### config.mk
export PLATFORM = sky130hd
export DESIGN_NAME = jdt_front
export DESIGN_NICKNAME = d
export VERILOG_FILES = /design/src/rtl/jdt_pkg.sv /design/src/rtl/jdt_front.sv
export SDC_FILE = /design/constraint.sdc
export NUM_CORES = 1
export LEC_CHECK = 0
export ABC_AREA = 1
export BUFFER_PORTS_ARGS = -buffer_cell sky130_fd_sc_hd__buf_2
export CORE_MARGIN = 5
export CORE_UTILIZATION = 58
export CTS_BUF_LIST = sky130_fd_sc_hd__clkbuf_2
export CTS_CLUSTER_DIAMETER = 60
export CTS_CLUSTER_SIZE = 8
export DETAILED_ROUTE_END_ITERATION = 10
export HOLD_SLACK_MARGIN = 0.08
export PLACE_DENSITY_LB_ADDON = 0.25
export SYNTH_ARGS = -nofsm -noshare
export SYNTH_HDL_FRONTEND = slang
export SYNTH_SLANG_ARGS = --single-unit
### constraint.sdc
create_clock -name clk_i -period 4.7 [get_ports clk_i]
set_clock_uncertainty 0.05 [all_clocks]
set_input_delay 0.47 -clock clk_i [delete_from_list [all_inputs] [get_ports clk_i]]
set_output_delay 0.47 -clock clk_i [all_outputs]
set_load 0.1 [all_outputs]
### src/rtl/jdt_pkg.sv
// ----------------------------------------------------------------------------
// jdt_pkg
// Shared types and constants of the Jaccard distance threshold unit.
// ----------------------------------------------------------------------------
package jdt_pkg;

  localparam int CMD_W        = 2;
  localparam int LABEL_PORT_W = 32;
  localparam int EPS_W        = 17;
  localparam int FRAC_BITS    = 16;
  localparam int ICNT_W       = 7;
  localparam int UCNT_W       = 8;

  localparam logic [EPS_W-1:0] ONE_FIX   = EPS_W'(65536);
  localparam logic [EPS_W-1:0] EPS_RESET = EPS_W'(32768);

  localparam logic [CMD_W-1:0] CMD_APPEND_A = 2'd0;
  localparam logic [CMD_W-1:0] CMD_APPEND_B = 2'd1;
  localparam logic [CMD_W-1:0] CMD_COMPUTE  = 2'd2;
  localparam logic [CMD_W-1:0] CMD_CLEAR_A  = 2'd3;

  typedef enum logic [1:0] {
    OP_APPEND_A,
    OP_APPEND_B,
    OP_COMPUTE,
    OP_CLEAR_A
  } op_e;

  typedef struct packed {
    op_e                     op;
    logic [LABEL_PORT_W-1:0] label;
  } req_t;

  typedef struct packed {
    logic [ICNT_W-1:0] intersection_count;
    logic [UCNT_W-1:0] union_count;
    logic              is_neighbour;
    logic              overflow;
  } res_t;

endpackage

### src/rtl/jdt_front.sv
// ----------------------------------------------------------------------------
// jdt_front
// Accepts requests, decodes the command and buffers them in a short queue.
// ----------------------------------------------------------------------------
module jdt_front (
  input  logic                               clk_i,
  input  logic                               rst_ni,
  input  logic                               push,
  output logic                               full,
  input  logic [jdt_pkg::CMD_W-1:0]          cmd_i,
  input  logic [jdt_pkg::LABEL_PORT_W-1:0]   label_i,
  output logic                               req_valid_o,
  input  logic                               req_ready_i,
  output jdt_pkg::req_t                      req_o
);
  import jdt_pkg::*;

  localparam int QDEPTH = 2;

  req_t       ent_q [QDEPTH];
  logic       wr_ptr_q, wr_ptr_d;
  logic       rd_ptr_q, rd_ptr_d;
  logic [1:0] cnt_q, cnt_d;
  req_t       dec;
  logic       do_push, do_pop;

  always_comb begin
    dec.label = label_i;
    unique case (cmd_i)
      CMD_APPEND_A: dec.op = OP_APPEND_A;
      CMD_APPEND_B: dec.op = OP_APPEND_B;
      CMD_COMPUTE:  dec.op = OP_COMPUTE;
      default:      dec.op = OP_CLEAR_A;
    endcase
  end

  assign full        = (cnt_q == 2'(QDEPTH));
  assign req_valid_o = (cnt_q != 2'd0);
  assign req_o       = ent_q[rd_ptr_q];
  assign do_push     = push && !full;
  assign do_pop      = req_valid_o && req_ready_i;

  always_comb begin
    wr_ptr_d = wr_ptr_q ^ do_push;
    rd_ptr_d = rd_ptr_q ^ do_pop;
    cnt_d    = cnt_q + 2'(do_push) - 2'(do_pop);
  end

  always_ff @(posedge clk_i or negedge rst_ni) begin
    if (!rst_ni) begin
      wr_ptr_q <= 1'b0;
      rd_ptr_q <= 1'b0;
      cnt_q    <= 2'd0;
    end else begin
      wr_ptr_q <= wr_ptr_d;
      rd_ptr_q <= rd_ptr_d;
      cnt_q    <= cnt_d;
    end
  end

  always_ff @(posedge clk_i) begin
    if (do_push) begin
      ent_q[wr_ptr_q] <= dec;
    end
  end

endmodule

Word level (Yosys, flattened, before mapping)

Memories as Yosys holds them, arrays and structs flattened.
Cells that the tools add are included.

$add $sub $neg: 2
Equality and inequality tests: 3
Multiplexer cells: 3
Bitwise gates (word level): 2
Reduce and logical (&&, ||, !) cells: 5

Operators with widths:

| cell                                                                  | count |
|---|---|
| 2-bit one-hot mux with 3 select lines                                 | 1 |
| 2-bit equality test, second input constant                            | 2 |
| 2-bit by 1-bit adder with 2-bit output                                | 1 |
| 2-bit by 1-bit equality test with 1-bit output, second input constant | 1 |
| 1-bit logical AND                                                     | 2 |
| 2-bit logical NOT                                                     | 1 |
| 1-bit two-way mux                                                     | 2 |
| 2-bit nonzero test                                                    | 1 |
| 2-bit by 1-bit subtractor with 2-bit output                           | 1 |
| 1-bit XOR                                                             | 2 |
| 1-bit logical NOT                                                     | 1 |

Flip-flop bits (word level): 4
Memory bits (writable): 68
Input port bits: 38
Output and inout bits: 36
Word-level logic and storage cells: 19
Memories kept: 1

Memories:

| memory | words | bits a word | rd ports | clocked after Yosys merged registers in | wr ports | line            | RTL |
|---|---|---|---|---|---|---|---|
| ent_q  | 2     | 34          | 1        | 0                                       | 1        | jdt_front.sv:20 | `req_t ent_q [QDEPTH];` |

Logic depth before layout (Yosys ltp)

Depth after elaboration: 5
Gate-level depth with buffers: 10

Worst setup path after synthesis

OpenSTA, ideal clock, no wires.

Path kind: register to output
From: reg cnt_q[0]
To: out full
Arrival: 1.658 ns
Required time: 4.180 ns
Slack: 2.522 ns
Stages on the path, launching flop included: 2
Cells stage by stage: dfrtp_1 nor2_1

Cells in the longest elaborated chain, start to end: 1

RTL lines:

| item                     | line            | RTL |
|---|---|---|
| start: declaration       | jdt_front.sv:23 | `logic [1:0] cnt_q, cnt_d;` |
| start signal: assignment | jdt_front.sv:57 | `cnt_q <= cnt_d;` |
| 2-bit equality test      | jdt_front.sv:37 | `assign full = (cnt_q == 2'(QDEPTH));` |
| end: declaration         | jdt_front.sv:9  | `output logic full,` |

Every way passes these cells.

==> impl_metrics.json <==
{
  "setup_violations": 0,
  "min_path_type": "input port to flip-flop",
  "cp-end-kind": "output port",
  "syn_nets": 252,
  "post-place-ws_ns": 2.53,
  "rrSetupSlack_ns": 2.77,
  "worst_slack_ns": 2.08,
  "dr.pass1.iters": 4,
  "cp-start-kind": "flip-flop",
  "crit_fanout": 25,
  "floorplan.die_area_um2": 6290,
  "avgSynthCellArea_um2": 13.3,
  "syn2layout_area_growth_pct": 21.4,
  "tritoncts": "built",
  "rows": 25,
  "fin_area_um2": 3380,
  "io-pin-count": 74,
  "syn_area_um2": 2790,
  "antenna_found_initial": 0,
  "placed_area_um2": 3140,
  "vias": 1729,
  "cts.sinks": 72,
  "ys_warn_count": 0,
  "worstSetupPathType": "flip-flop to output port",
  "core_um2": 4690,
  "start_util_pct": 59.4,
  "drtAntennaViolNets": 0,
  "nFillCells": 323,
  "finalSetupTns_ns": 0,
  "port_buffers": 73,
  "relSlewSlack_pct": 44.4,
  "synthTopCellsByArea": "edfxtp_1 73%, nand2_1 14%, dfrtp_1 3.6%, nand2_2 2.2%, ha_1 1.8%",
  "fin_nets": 341,
  "ys_types": 14,
  "post_cts_buffers": 0,
  "required_ns": 4.18,
  "crit_arrival_ns": 2.10,
  "rsz0062_at_grt": "no",
  "root_buffer": "clkbuf_2",
  "die_h_um": 79.3,
  "grt_pass1_vias": 1790,
  "timing.final.crit_share_pct": 55.7,
  "ys_seq_area_share_pct": 76.9,
  "grt_usage_pct": 17.0,
  "fin_crit_ns": 2.62,
  "gp_congestion": 0.711,
  "clk_pin_slew_worst_paths_ns": 0.18,
  "r2r_start": "cnt_q[1]",
  "drc": 0,
  "ys_ff_latch": 72,
  "post-dp-hpwl_um": 3170,
  "hold_path_depth": 1,
  "grt_overflow": 0,
  "post_drt_wl_per_cell_um": 13.9,
  "cts_buffer_depth": 2,
  "drtIter0Drc": 86,
  "via_per_inst": 4.83,
  "wl_um": 4960,
  "critPathLaunch": "rd_ptr_q",
  "drv_slew": 0,
  "reg2regPathDepth": 4,
  "clkLatencyLatePin_ns": 0.45,
  "die_x_um": 79.3,
  "num_antenna_cells": 0,
  "worstReg2RegEnd": "ent_q[1][29]",
  "grt_max_degree": 36,
  "yosysTopAreaCellShare_pct": 73.3,
  "synth_top_cell_by_area": "edfxtp_1",
  "grt_pass1_wl_um": 7870,
  "worstMarginPinSlew_ns": 0.834,
  "hold_viol_final": 0,
  "drive_gt1_share_pct": 33.2,
  "cts_max_level": 3,
  "max_freq_mhz": 382,
  "cts_buffers": 9,
  "syn-instance-count": 210,
  "worstSetupEndpoint": "req_o[29]",
  "status": "finished, final reports clean",
  "drv_cap": 0,
  "cts_resized": 0
}
logic make-up after synthesis:
group	synth area share (%)
simple gates	16.4
compound gates	0.180
fa+ha+maj	1.80
flops	76.9
buf+inv	4.76
metal layers:
layer	part of all wire [%]	GRT usage, %	up-vias
met5	0	0	-
met4	1.8	10.5	0
met3	5.6	3.85	8
met2	55	30.1	54
met1	37	18.2	793
li1	-	-	874
stage by stage:
stage / instances / utilization, % / hold slack [ns]
finish: 358 / 72.1 / 0.133
global route: 358 / 72.1 / 0.0800
CTS: 350 / 70.3 / 0.0803
detailed placement: 329 / 67.0 / 0.239
global placement: 329 / 67.0 / 0.238
floorplan: 210 / - / 0.124
registers in the layout, summed over array words and instances, names as in the netlist:
register and flops:
wr_ptr_q 1, rd_ptr_q 1, ent_q 68, cnt_q 2
cells in the mapped netlist:
library cell and n:
ha_1 4, dfrtp_1 4, clkbuf_1 2, buf_6 4, nand3_1 2, nor2_1 1
nand2_2 10, buf_4 2, edfxtp_1 68, inv_1 9, nand2_1 101, buf_12 1
inv_8 1, o21ai_0 1
worst min path at each step:
stage,start,slack (ns),endpoint
CTS,label_i[20],0.08,ent_q[0][20]
finish,label_i[6],0.13,ent_q[0][6]
global route,label_i[30],0.08,ent_q[0][30]
global placement,rst_ni,0.24,cnt_q[0]
floorplan,rst_ni,0.12,cnt_q[0]
detailed placement,rst_ni,0.24,cnt_q[1]
worst max-delay path, cell delays in order (launching register included):
cell and delay, ns:
dfrtp_1 0.68, buf_4 0.37, nand2_1 0.09, nand2_1 0.08, buf_2 0.42
layout by cell type (no fill, tap or decap):
master / count
buf_2: 73
buf_4: 1
bufinv_16: 1
clkbuf_2: 9
clkinv_1: 2
clkinv_2: 2
clkinvlp_4: 2
dfrtp_1: 4
dlygate4sd3_1: 13
edfxtp_1: 68
ha_1: 2
ha_2: 2
inv_1: 9
inv_8: 1
nand2_1: 101
nand2_2: 10
nand3_1: 2
nor2_1: 1
o21ai_0: 1
cell type report:
class / count / area (µm²) / share of cell area, %
Multi-Input combinational cell: 119 / 515 / 15.2
Inverter: 10 / 45.0 / 1.33
Clock buffer: 9 / 45.0 / 1.33
Tap cell: 54 / 67.6 / 2.00
Clock inverter: 7 / 62.6 / 1.85
Sequential cell: 72 / 2140 / 63.4
Timing Repair Buffer: 87 / 503 / 14.9
repair_timing:
action	in CTS	in global routing
hold buffers	5	8
endpoints found under the setup margin	0	0
endpoints found under the hold margin	12	12
Power is not shown: default switching activity piles up to over one toggle a cycle in this logic, so the estimate is an artifact.
